**src/rtl/core/idw3_ram.sv**
```systemverilog
`default_nettype none
module idw3_ram #(
  parameter int W = 8,
  parameter int D = 64
) (
  input  wire logic                 clk,
  input  wire logic                 we,
  input  wire logic [$clog2(D)-1:0] waddr,
  input  wire logic [W-1:0]         wdata,
  input  wire logic [$clog2(D)-1:0] raddr,
  output logic      [W-1:0]         rdata
);
  logic [W-1:0] mem [D];

  always_ff @(posedge clk) begin
    if (we) begin
      mem[waddr] <= wdata;
    end
    rdata <= mem[raddr];
  end
endmodule
`default_nettype wire

```
**config.mk**
```make
export PLATFORM = sky130hd
export DESIGN_NAME = idw3_ram
export DESIGN_NICKNAME = d
export VERILOG_FILES = /design/src/rtl/core/idw3_ram.sv
export SDC_FILE = /design/constraint.sdc
export NUM_CORES = 1
export LEC_CHECK = 0
export BUFFER_PORTS_ARGS = -buffer_cell sky130_fd_sc_hd__buf_2
export CORE_UTILIZATION = 40
export DETAILED_ROUTE_END_ITERATION = 10
export SYNTH_ARGS = -nofsm -noshare
export SYNTH_HDL_FRONTEND = slang
export SYNTH_SLANG_ARGS = --single-unit
```
**constraint.sdc**
```tcl
create_clock -name clk -period 5.4 [get_ports clk]
set_clock_uncertainty 0.2 [all_clocks]
set_input_delay 0.81 -clock clk [delete_from_list [all_inputs] [get_ports clk]]
set_output_delay 0.81 -clock clk [all_outputs]
set_load 0.01 [all_outputs]
```
### Yosys cells after proc, flatten, opt, wreduce, memory -nomap -nowiden

Memories as Yosys holds them, arrays and structs flattened. A register that Yosys moved wholly into a read port is not among the register bits.
Cells that the tools add are included.

* register bits: 0
* bits in writable memories: 512
* input bits: 22
* output and inout port bits: 8
* word-level logic and storage cells: 3
* memories kept: 1

Memories
* mem: words 64, bits a word 8, read ports 1, clocked after Yosys merged registers in 1, write ports 1, line 13 `logic [W-1:0] mem [D];`

* mux-type cells: 2

Operators by type and width (count)
* 1-bit 2-to-1 mux: 2

### Longest topological paths before layout

* word-level depth: 2
* gate-level depth with buffers: 9
* gate-level depth less buffers: 5

### Worst setup path after synthesis

OpenSTA, ideal clock, no wires.

* path kind: input to register
* start: input raddr[1]
* end: register rdata[3], read port of mem
* library setup time: 0.128 ns
* arrival time: 2.350 ns
* required time: 5.072 ns
* path slack: 2.722 ns
* stages: 7
* path buffers: 3
* cell sequence: buf_4 > buf_2 > buf_2 > mux4_2 > mux4_2 > o21ai_1 > o41ai_1

RTL lines
* start, declared: line 10 `input wire logic [$clog2(D)-1:0] raddr,`
* end, declared: line 11 `output logic [W-1:0] rdata`

==> flow_summary.toml <==
[outcome]
status = "finished, final reports clean"

[synthesis]
synth_cells = 940
postSynth.asyncResetShare = 0
synth_top_area_cell = "edfxtp_1"
yosysTopAreaCellShare = 0.762
yosysWarnings = 0
synth_area_mm2 = 0.0202
ys.flop_type = "edfxtp_1"
syn_nets = 962
synth.top_cells.by_area = "edfxtp_1 (76%), mux4_2 (14%), nor2_1 (1.5%)"
synth_seq_cells = 520
synth_edf_count = 512
syn_area_per_cell_um2 = 21.5
yosysUniqueCellTypes = 40
ys_seq_area_frac = 0.770

[place]
dp_hpwl_mm = 25.8
portBuffers = 29
dp_cells = 1595
place_ws_ns = 1.50
placed_area_mm2 = 0.0210
gp_congestion = 0.783

[die]
dieArea_mm2 = 0.0513
pin_count = 30
core_mm2 = 0.0494
dieHeight_um = 227
die_w_um = 227
initial_core_util = 0.409
num_rows = 81

[pwr]
p_sw_mw = 1.75
power_density_mw_per_mm2 = 369
p_sw_frac = 0.210
seqPwrFrac = 0.539
p_int_mw = 6.57
p_leak_nw = 6.93
power_frac_clock = 0.413
power_mw = 8.32
ir_drop_mv = 0.246
comb_power_share = 0.048

[hold_path]
hp-class = "input pin to flip-flop"

[global_route]
grt_pass1_vias = 9709
grt_overflow = 0
grt_max_degree = 68
antenna_found_initial = 2
track_usage = 0.181
grt_pass1_wl_mm = 66.1

[clock_network]
postCtsResizedCells = 0
cts_num_sinks = 520
cts_root_buffer = "clkbuf_16"
cts_tree = "done"
cts_setup_buffers = 0
cts_made_buffers = 51
clk_path_buf_depth = 3
hold_buffers = 0
clock_latency_ns = 0.59
htree_levels = 2
clk_pin_slew_ns = 0.06

[worst_setup_path]
end_kind = "flip-flop"
r2r-end = "rdata[4]"
setup.worst_path.start = "raddr[0]"
crit_slowest_cell = "clkbuf_8"
crit_chain = "clkbuf_8, buf_12, mux4_2, o221a_2, nor3_1, o32ai_1"
critPathLaunchType = "input pin"
r2r_cells = 5
arrival_ns = 3.42
cp_slowest_stage_delay_ns = 0.63
path_max_fanout = 67
endpoint = "rdata[4]"
reg2reg_from = "mem[21][4]"
worst-path-stages = 6
crit_buf_inv = 2
critPathKind = "input pin to flip-flop"
critPathTopFamily = "buffers and inverters"
cp.required_ns = 5.65
rrSetupSlack_ns = 2.99

[timing]
fmax_ghz = 0.315
fin_hold_ws_ns = 0.472
max_slew_margin = 0.153
rsz0062_at_grt = "false"
finalSetupViolations = 0
finalHoldViolCount = 0
min_period_ns = 3.17
setup_slack_ns = 2.23
slew_viol_final = 0
tightestPinTransition_ns = 1.27
setup_tns_ns = 0
post-route-period-util = 0.587

[run]
cap_violations = 0

[drt]
wl_mm = 44.8
vias_per_cell = 5.57
dr.pass1.iters = 5
ant_nets = 0
wl_per_cell_um = 26.5
num_vias = 9407
remaining_drc_errors = 0
dr.first_iter.drc_count = 912

[final_layout]
drive_gt1_frac = 0.247
fin_cells = 1690
antenna_cells = 0
area_growth_pct = 11.9
nNetsFinal = 1006
post-route-util = 0.457
design_area_mm2 = 0.0226
[cells by family after synthesis]
family | synth area share
DFF | 0.770
AOI/OAI and AO/OA | 0.0207
buffers and inverters | 0.0157
and+or+nand+nor | 0.0339
muxes | 0.159
[cells in the final DEF (no fill, tap or decap), types with 13 or more instances in the layout]
cell,n
clkbuf_1,14
clkbuf_16,53
mux2i_1,23
buf_2,26
edfxtp_1,512
nand3_1,13
mux4_2,126
nor2b_1,14
nor2_1,83
buf_4,13
nand2_1,19
mux2_2,13
[how the worst min path moves through the flow]
stage	startpoint	to	slack, ns	cells past startpoint
floorplan	mem[34][0]	rdata[0]	0.52	4
detailed placement	mem[23][1]	rdata[1]	0.61	4
global route	raddr[5]	rdata[2]	0.47	3
global placement	mem[22][1]	rdata[1]	0.60	4
CTS	raddr[5]	rdata[2]	0.44	3
finish	raddr[5]	rdata[2]	0.47	3
[metal layers]
layer	track usage	share of wire
met1	0.254	0.43
met2	0.285	0.47
met3	0.0311	0.060
met4	0.0643	0.032
met5	0	0.00054
[worst min-delay path, stage by stage]
cell and delay (ns):
buf_2 0.22, nand2_1 0.11, o2bb2ai_1 0.06
[registers in the layout, summed over array words and instances (netlist names)]
signal / cells
mem: 512
rdata: 8
[final cells by class]
type / instances / area (um2)
multi-input cells: 369 / 4320
clock buffers: 72 / 1450
clock inverters: 23 / 158
fillers: 4125 / 26800
well taps: 664 / 831
flip-flops and latches: 520 / 15500
repair buffers: 42 / 282
[power groups by stage]
| stage | Clock (mW) | Sequential (mW) | Combinational, mW |
|---|---|---|---|
| after floorplan | 0 | 4.56 | 0.238 |
| after global placement | 0 | 4.57 | 0.405 |
| after detailed placement | 0 | 4.57 | 0.410 |
| after CTS | 3.49 | 4.48 | 0.410 |
| after global routing | 3.63 | 4.48 | 0.431 |
| final | 3.44 | 4.48 | 0.403 |
[cell usage after synthesis, types with 3 or more instances]
cell / n
buf_1: 4
mux2i_1: 23
o221ai_1: 8
nor2_1: 83
nor2b_1: 14
clkbuf_1: 17
o22ai_1: 8
nand3_1: 13
mux4_2: 126
nand2b_1: 7
o2111ai_1: 3
a221oi_1: 6
edfxtp_1: 512
buf_4: 13
nand3b_1: 3
buf_6: 4
a22oi_1: 3
nor3_1: 7
dfxtp_1: 8
a21oi_1: 3
buf_2: 11
a211oi_1: 4
nand2_1: 19
o2bb2ai_1: 3
mux2_2: 13
No activity file was read; power rests on OpenSTA's default activity.
