==> src/rtl/core/idw3_pkg.sv <==
`default_nettype none
package idw3_pkg;

  localparam int MAX_REFS = 64;
  localparam int REF_AW   = $clog2(MAX_REFS);
  localparam int CNT_W    = $clog2(MAX_REFS + 1);
  localparam int DIST_W   = 33;
  localparam int SUM_W    = 38;
  localparam int CFG_IDX_W = 4;
  localparam int CFG_DAT_W = 32;

  localparam logic [31:0] ONE_Q31 = 32'h8000_0000;

  localparam logic REQ_QUERY = 1'b0;
  localparam logic REQ_REF   = 1'b1;

  localparam logic KIND_VALUE  = 1'b0;
  localparam logic KIND_WEIGHT = 1'b1;

  localparam logic MODE_VALUE  = 1'b0;

  localparam logic [1:0] ST_OK       = 2'd0;
  localparam logic [1:0] ST_NO_REFS  = 2'd1;
  localparam logic [1:0] ST_OVERFLOW = 2'd2;

  localparam logic [CFG_IDX_W-1:0] CFG_POWER = 4'd0;
  localparam logic [CFG_IDX_W-1:0] CFG_MODE  = 4'd1;

  typedef struct packed {
    logic        req_type;
    logic [31:0] coord_x;
    logic [31:0] coord_y;
    logic [31:0] coord_z;
    logic [31:0] ref_value;
    logic        last_ref;
  } in_item_t;

  typedef struct packed {
    logic        result_kind;
    logic [5:0]  ref_index;
    logic [31:0] weight;
    logic [31:0] interp_value;
    logic [1:0]  status;
    logic        last_result;
  } out_item_t;

  typedef struct packed {
    logic [CFG_IDX_W-1:0] reg_index;
    logic [CFG_DAT_W-1:0] wr_data;
  } cfg_item_t;

  typedef struct packed {
    logic [3:0] power;
    logic       mode;
  } cfg_t;

  typedef struct packed {
    logic [31:0] x;
    logic [31:0] y;
    logic [31:0] z;
  } query_t;

  typedef struct packed {
    logic [31:0] x;
    logic [31:0] y;
    logic [31:0] z;
    logic [31:0] v;
  } ref_entry_t;

  typedef struct packed {
    logic [CNT_W-1:0] n;
    logic             ovf;
  } run_cmd_t;

endpackage
`default_nettype wire

==> src/rtl/core/idw3_if.sv <==
`default_nettype none
interface idw3_in_if;
  logic               valid;
  logic               ready;
  idw3_pkg::in_item_t data;
  modport source (output valid, output data, input ready);
  modport sink (input valid, input data, output ready);
endinterface

`default_nettype wire

==> src/rtl/core/idw3_front.sv <==
`default_nettype none
// Accept items, fill the reference store, hand closed sets to the back end.
module idw3_front (
  input  wire logic                              clk,
  input  wire logic                              rst_n,
  idw3_in_if.sink                                in_ch,
  output logic                                   ref_we,
  output logic [idw3_pkg::REF_AW-1:0]            ref_waddr,
  output idw3_pkg::ref_entry_t                   ref_wdata,
  output idw3_pkg::query_t                       query,
  output idw3_pkg::run_cmd_t                     cmd,
  output logic                                   cmd_valid,
  input  wire logic                              cmd_pop,
  input  wire logic                              run_done
);
  idw3_pkg::query_t             query_r;
  logic [idw3_pkg::CNT_W-1:0]   cnt_r, cnt_nxt;
  logic                         ovf_r, ovf_nxt;
  logic                         busy_r;
  logic                         qv_r;
  idw3_pkg::run_cmd_t           cmd_r;
  logic                         take, is_ref, room;

  assign in_ch.ready = !busy_r;
  assign take   = in_ch.valid && !busy_r;
  assign is_ref = (in_ch.data.req_type == idw3_pkg::REQ_REF);
  assign room   = (cnt_r < idw3_pkg::CNT_W'(idw3_pkg::MAX_REFS));

  always_comb begin
    cnt_nxt = cnt_r;
    ovf_nxt = ovf_r;
    if (take && is_ref) begin
      if (room) begin
        cnt_nxt = cnt_r + 1'b1;
      end else begin
        ovf_nxt = 1'b1;
      end
    end
  end

  assign ref_we    = take && is_ref && room;
  assign ref_waddr = cnt_r[idw3_pkg::REF_AW-1:0];
  assign ref_wdata = '{x: in_ch.data.coord_x, y: in_ch.data.coord_y,
                       z: in_ch.data.coord_z, v: in_ch.data.ref_value};

  always_ff @(posedge clk) begin
    if (!rst_n) begin
      query_r <= '0;
      cnt_r   <= '0;
      ovf_r   <= 1'b0;
      busy_r  <= 1'b0;
      qv_r    <= 1'b0;
      cmd_r   <= '0;
    end else begin
      if (take && !is_ref) begin
        query_r <= '{x: in_ch.data.coord_x, y: in_ch.data.coord_y,
                     z: in_ch.data.coord_z};
      end
      if (cmd_pop) begin
        qv_r <= 1'b0;
      end
      if (run_done) begin
        busy_r <= 1'b0;
      end
      if (take && in_ch.data.last_ref) begin
        // close the set: queue it and hold off input until the run ends
        cmd_r  <= '{n: cnt_nxt, ovf: ovf_nxt};
        qv_r   <= 1'b1;
        busy_r <= 1'b1;
        cnt_r  <= '0;
        ovf_r  <= 1'b0;
      end else begin
        cnt_r <= cnt_nxt;
        ovf_r <= ovf_nxt;
      end
    end
  end

  assign query     = query_r;
  assign cmd       = cmd_r;
  assign cmd_valid = qv_r;
endmodule
`default_nettype wire

==> src/flat_wrapper.sv <==
// flat-port wrapper written by rule: the top's interface ports become plain ports
module idw3_front_flat 
  (clk, rst_n, ref_we, ref_waddr, ref_wdata, query, cmd, cmd_valid, cmd_pop, run_done, in_ch_valid, in_ch_data, in_ch_ready);
  idw3_in_if in_ch_i ();
  input  wire logic clk;
  input  wire logic rst_n;
  output logic ref_we;
  output logic [idw3_pkg::REF_AW-1:0] ref_waddr;
  output idw3_pkg::ref_entry_t ref_wdata;
  output idw3_pkg::query_t query;
  output idw3_pkg::run_cmd_t cmd;
  output logic cmd_valid;
  input  wire logic cmd_pop;
  input  wire logic run_done;
  input wire logic [$bits(in_ch_i.valid)-1:0] in_ch_valid;
  input wire logic [$bits(in_ch_i.data)-1:0] in_ch_data;
  output wire logic [$bits(in_ch_i.ready)-1:0] in_ch_ready;
  assign in_ch_i.valid = in_ch_valid;
  assign in_ch_i.data = in_ch_data;
  assign in_ch_ready = in_ch_i.ready;
  idw3_front u_core (.clk(clk), .rst_n(rst_n), .in_ch(in_ch_i), .ref_we(ref_we), .ref_waddr(ref_waddr), .ref_wdata(ref_wdata), .query(query), .cmd(cmd), .cmd_valid(cmd_valid), .cmd_pop(cmd_pop), .run_done(run_done));
endmodule
==> config.mk <==
export PLATFORM = sky130hd
export DESIGN_NAME = idw3_front_flat
export DESIGN_NICKNAME = d
export VERILOG_FILES = /design/src/rtl/core/idw3_pkg.sv /design/src/rtl/core/idw3_if.sv /design/src/rtl/core/idw3_front.sv /design/src/flat_wrapper.sv
export SDC_FILE = /design/constraint.sdc
export NUM_CORES = 1
export LEC_CHECK = 0
export ABC_AREA = 0
export BUFFER_PORTS_ARGS = -buffer_cell sky130_fd_sc_hd__buf_2
export CORE_AREA = 5 5 145 147
export DETAILED_ROUTE_END_ITERATION = 8
export DIE_AREA = 0 0 150 152
export GPL_TIMING_DRIVEN = 0
export PLACE_DENSITY = 0.59
export SYNTH_ARGS = -nofsm -noshare
export SYNTH_HDL_FRONTEND = slang
export SYNTH_SLANG_ARGS = --single-unit
==> constraint.sdc <==
create_clock -name clk -period 3.5 [get_ports clk]
set_input_delay 1.05 -clock clk [delete_from_list [all_inputs] [get_ports clk]]
set_output_delay 1.05 -clock clk [all_outputs]
set_load 0.01 [all_outputs]
# Word-level counts from Yosys, hierarchy flattened
# Cells that the tools add are included.
dict set report totals {
  wordCells 30
  rom_bits 0
  output_inout_bits 241
  latch_bits 0
  memories 0
  ram_bits 0
  input_bits 135
  reg_bits 114
}
dict set report op_classes {
  n_div 0
  n_eq_ne 0
  mux 8
  mul 0
  n_bitwise 1
  reduce_logical 10
  n_lt_le_gt_ge 1
  n_shift 0
  addsub 1
}
# operator n
set op_table {}
lappend op_table {{two-way mux 7 bit} 2}
lappend op_table {{adder 7 x 1 -> 7 bit (second input constant)} 1}
lappend op_table {{less-than comparator 7 bit (second input constant)} 1}
lappend op_table {{two-way mux 1 bit} 6}
lappend op_table {{logical AND 1 bit} 5}
lappend op_table {{nonzero test 2 bit} 2}
lappend op_table {{zero test 1 bit} 2}
lappend op_table {{OR reduction 2 bit} 1}
lappend op_table {{NOT 1 bit} 1}

# Depth between registers and ports, before layout
dict set report depth {
  depth_word 4
  depth_mapped 6
  depth_no_buf 4
}

# Least setup slack after synthesis
# Ideal clock, no wire load.
dict set report synth_timing {
  path_kind {input-to-output}
  from {input in_ch_data[129]}
  to {output ref_we}
  required_ns 2.450
  cell_stages 2
  t_arrival_ns 1.418
  path_buffers 0
  setup_slack_ns 1.032
  path_cell_list {nand4bb_1 > inv_1}
}
dict set report synth_between {
  elab_chain_cells 2
}
# item line
set synth_rtl {}
lappend synth_rtl {{start, declared} flat_wrapper.sv:16} ;# input wire logic [$bits(in_ch_i.data)-1:0] in_ch_data;
lappend synth_rtl {{logical AND 1 bit (2 in series)} idw3_front.sv:41} ;# assign ref_we = take && is_ref && room;
lappend synth_rtl {{end, declared} flat_wrapper.sv:7} ;# output logic ref_we;
# No other way between the ends.

# Worst setup path in the final report
dict set report layout_timing {
  from {input in_ch_valid}
  to {output ref_we}
}
dict set report layout_between {
  elab_chain_cells 3
}
# item line
set layout_rtl {}
lappend layout_rtl {{start, declared} flat_wrapper.sv:15} ;# input wire logic [$bits(in_ch_i.valid)-1:0] in_ch_valid;
lappend layout_rtl {{logical AND 1 bit} idw3_front.sv:25} ;# assign take = in_ch.valid && !busy_r;
lappend layout_rtl {{logical AND 1 bit (2 in series)} idw3_front.sv:41}
# No other way between the ends.

==> results summary <==
The count of buffers inserted at the top-level ports is approximately 340. The detailed router finished its first iteration with approximately 150 violations. The final weighted congestion in routability-driven placement came out at just over 0.8. For this configuration, the core starts out at a cell density of 0.271. The placement-stage cell area came out at ~7400 um^2. After technology mapping, the gate count stands at between 600 and 700. In this run the most critical hold path is launched from u_core.query[40]. Yosys instantiated no cell more often than sky130_fd_sc_hd__nand2_1. The wire length of the first global-routing pass came out at ~27000 um. The fill cell total of the finished layout came out at 2149.

The number of synthesized register bits came out at about 110. The number of failing setup endpoints in the final timing report came out at 0. The routed wirelength normalized by instance count is between 10 and 15 um. The transition time at the pin with the least slew margin came out at just over 0.7 ns. The worst min-delay path class is register to register. The final net count came out at ~1.1k. The power density over cell area is 443 nW/um^2.

The cell internal power dissipation is ~2.6 mW. The clock passes through at most 2 buffers. The part of the power in registers is 0.393.

The analysis attributes to net switching a power of 0.920 mW. The number of cells on the worst reg-to-reg path came out at 5. In this run the vertical extent of the chip is between 150 and 200 um.

STA classifies the critical path endpoint as a primary output. VDD sags by at most 0.295 mV. The total power is 3.52 mW.

The post-route non-filler standard cell count is 1283. Timing would allow up to 0.340 GHz. Once detail routing completed, the nets flagged for antenna violations numbered 0. The commonest cells after synthesis are 197 x sky130_fd_sc_hd__nand2_1, 139 x sky130_fd_sc_hd__buf_4, 114 x sky130_fd_sc_hd__dfxtp_1, 56 x sky130_fd_sc_hd__a21boi_0, 40 x sky130_fd_sc_hd__a21boi_1. STA classifies the critical path startpoint as a primary input. The root buffer selected by CTS is sky130_fd_sc_hd__clkbuf_16. The synthesized design spends more area on one cell type than any other, namely sky130_fd_sc_hd__dfxtp_1. The number of nets produced by synthesis came out at just under 800. In this run the critical register-to-register path is launched from u_core.busy_r. about 380 I/O pins were placed.

In the synthesized netlist the dominant register cell turns out to be sky130_fd_sc_hd__dfxtp_1. By startpoint and endpoint, the worst setup path is classified as primary input to primary output. The combinational group share of total power came out at 0.162.

The mean post-synth cell area came out at roughly 8.4 um^2. The mean number of vias per cell is a little over 4. Prior to clock tree synthesis, the placed netlist has a worst setup slack of 0.572 ns. At the worst endpoint, the arrival time is 1.89 ns. Data on the critical path is required at its endpoint by around 2.5 ns. The remaining routing DRC violations came out at 0.

The maximum fanout count along the critical path came out at 8. The wire-length estimate of the detail-placed layout is 14200 um. The register-to-register setup slack is 1.69 ns. In the post-synthesis netlist, the biggest area contributors are sky130_fd_sc_hd__dfxtp_1 43%, sky130_fd_sc_hd__buf_4 19%, sky130_fd_sc_hd__nand2_1 14%, sky130_fd_sc_hd__a21boi_0 7.9%, sky130_fd_sc_hd__a21boi_1 5.6%. Of the total power, the share spent switching nets is 0.261.

In this run, synthesis inferred 0 flip-flops with an integrated enable. In this run the post-CTS setup repair buffer count came out at 0. The clock network fraction of total power is 0.445. The portion of the clock cycle consumed by the worst path in the final layout came out at 0.839. The time the worst path needs with I/O delays and setup is between 2 and 3 ns.

The reported max-cap violation count is 0. The worst slack on hold paths came out at between 0.4 and 0.5 ns. The total routed wirelength came out at 18200 um. The overall track demand over capacity in global routing is 0.153.

The number of placed instances, taps included is around 1.3k. The floorplan has 52 rows. The finished cells cover roughly 7900 um^2. The number of slew-limit violations in the final report came out at 0. The relative slew slack came out at 0.525. For this block, the via count after detailed routing is between 5k and 6k.

Across the routed clock network, the largest skew measured is between 0.01 and 0.015 ns. The summed negative setup slack over all endpoints came out at 0 ns. The region available for standard cell placement spans between 15000 and 20000 um^2. The clock net in this run drives a total of roughly 110 sinks.

The clock-pin slew reported for the worst setup and hold paths after clock tree synthesis is 0.05 ns. The depth of the CTS H-tree came out at 4. The final antenna diode count came out at 0. The total global routing overflow came out at 0. The die footprint came out at around 23000 um^2. The analysis attributes to cell leakage a power of ~4.0 nW. The share of synthesized area occupied by flip-flops and latches came out at 0.426. TritonCTS built the clock tree.

The first-pass iteration count of the detailed router is 4. The fraction of layout cells with a size suffix above 1 is 0.519. The reg-to-reg critical path endpoint is u_core.query[56]. The later-pin clock latency in the skew report is 0.41 ns. The number of buffers added by the clock tree synthesis step is 17. The number of gates given a new drive strength after cts came out at 0. The cell area that synthesis handed to floorplanning was about 5400 um^2. The number of hold buffers added after CTS came out at 0. The final worst setup slack came out at around 0.56 ns. The area share of the largest cell type after synthesis came out at 0.426. The pin count of the biggest net entering global routing is 17. Setup repair after global routing left no endpoint under its margin.

The flow ran to the end, and the final reports show no timing, DRC or antenna violations. The number of antenna violations at the first check in global routing is 1. For hold timing, the worst endpoint is u_core.query[40]. The number of stages on the worst hold path came out at 2. The number of hold violations in the final report is 0. Measured on the finished design, the core utilization comes to 0.401. The async set-reset flop share out of synthesis is 0. The relative area change from synthesis to final layout came out at 48.2%.

The die outline width came out at approximately 150 um. During synthesis, Yosys emitted a total of 0 warnings. The number of different library cells in the post-synthesis netlist came out at 38. The number of global-route vias before repair came out at roughly 5.1k.
-- metal layers --
| layer | routed length (um) | up-vias | track usage |
|---|---|---|---|
| met5 | 7 | - | 0 |
| met4 | 236 | 2 | 0.0462 |
| met2 | 8900 | 228 | 0.268 |
| met1 | 7380 | 2312 | 0.175 |
| li1 | - | 2666 | - |
| met3 | 1680 | 19 | 0.0500 |
-- layout by cell type (no fill, tap or decap), types with 2 or more instances in the layout --
master	synthesis	final
sky130_fd_sc_hd__nand4b_1	2	2
sky130_fd_sc_hd__inv_1	5	5
sky130_fd_sc_hd__buf_2	10	353
sky130_fd_sc_hd__nand3b_1	3	3
sky130_fd_sc_hd__nor2_1	4	4
sky130_fd_sc_hd__clkbuf_16	0	17
sky130_fd_sc_hd__buf_4	139	139
sky130_fd_sc_hd__dfxtp_1	114	114
sky130_fd_sc_hd__o21ai_0	3	3
sky130_fd_sc_hd__nand2_1	197	197
sky130_fd_sc_hd__or3_1	2	2
sky130_fd_sc_hd__or4_1	4	4
sky130_fd_sc_hd__a21oi_1	4	4
sky130_fd_sc_hd__clkinv_2	0	8
sky130_fd_sc_hd__a21boi_1	40	40
sky130_fd_sc_hd__clkbuf_1	17	20
sky130_fd_sc_hd__clkinvlp_4	0	3
sky130_fd_sc_hd__o211ai_1	2	2
sky130_fd_sc_hd__o2bb2ai_1	4	4
sky130_fd_sc_hd__nand3_1	9	9
sky130_fd_sc_hd__a21boi_0	56	56
sky130_fd_sc_hd__buf_6	4	4
-- sequential cells by signal (all words and copies together) (netlist names) --
register / count
u_core.query: 96
u_core.cmd_valid: 1
u_core.ovf_r: 1
u_core.cnt_r: 7
u_core.cmd: 8
u_core.busy_r: 1
-- critical path: stages --
cell	delay, ns
sky130_fd_sc_hd__buf_2	0.16
sky130_fd_sc_hd__nand4bb_1	0.25
sky130_fd_sc_hd__inv_1	0.25
sky130_fd_sc_hd__buf_2	0.17
-- worst max path at each step --
stage / to / slack [ns] / from / depth (start not counted)
2_1_floorplan: ref_we / 1.03 / in_ch_data[129] / 2
3_3_place_gp: ref_we / 0.59 / in_ch_valid / 4
3_5_place_dp: ref_we / 0.57 / in_ch_valid / 4
6_report: ref_we / 0.56 / in_ch_valid / 4
5_1_grt: ref_we / 0.47 / in_ch_valid / 4
4_1_cts: ref_we / 0.57 / in_ch_valid / 4
-- layout make-up --
| type | instances | area [um^2] | area share |
|---|---|---|---|
| flip-flops and latches | 114 | 2280 | 0.287 |
| multi-input cells | 349 | 1850 | 0.233 |
| repair buffers | 343 | 1720 | 0.216 |
| plain buffers | 170 | 1200 | 0.151 |
| clock buffers | 20 | 437 | 0.0550 |
| well taps | 270 | 338 | 0.0426 |
| clock inverters | 12 | 92.6 | 0.0117 |
| inverters | 5 | 18.8 | 0.00236 |
-- power groups by stage --
stage | clock, mW | sequential (mW) | combinational (mW)
6_report | 1.57 | 1.38 | 0.571
5_1_grt | 1.68 | 1.39 | 0.628
4_1_cts | 1.61 | 1.38 | 0.584
3_5_place_dp | 0 | 1.41 | 0.582
3_3_place_gp | 0 | 1.41 | 0.581
2_1_floorplan | 0 | 1.43 | 0.286
-- kinds of logic after synthesis --
kind of cell | after synthesis | synth area share
simple gates | 230 | 0.179
buf+inv | 175 | 0.228
compound gates | 116 | 0.161
flops | 114 | 0.426
xor+xnor | 1 | 0.00164
mux | 1 | 0.00187
fa+ha+maj | 1 | 0.00234
No activity file was read; power rests on OpenSTA's default activity.
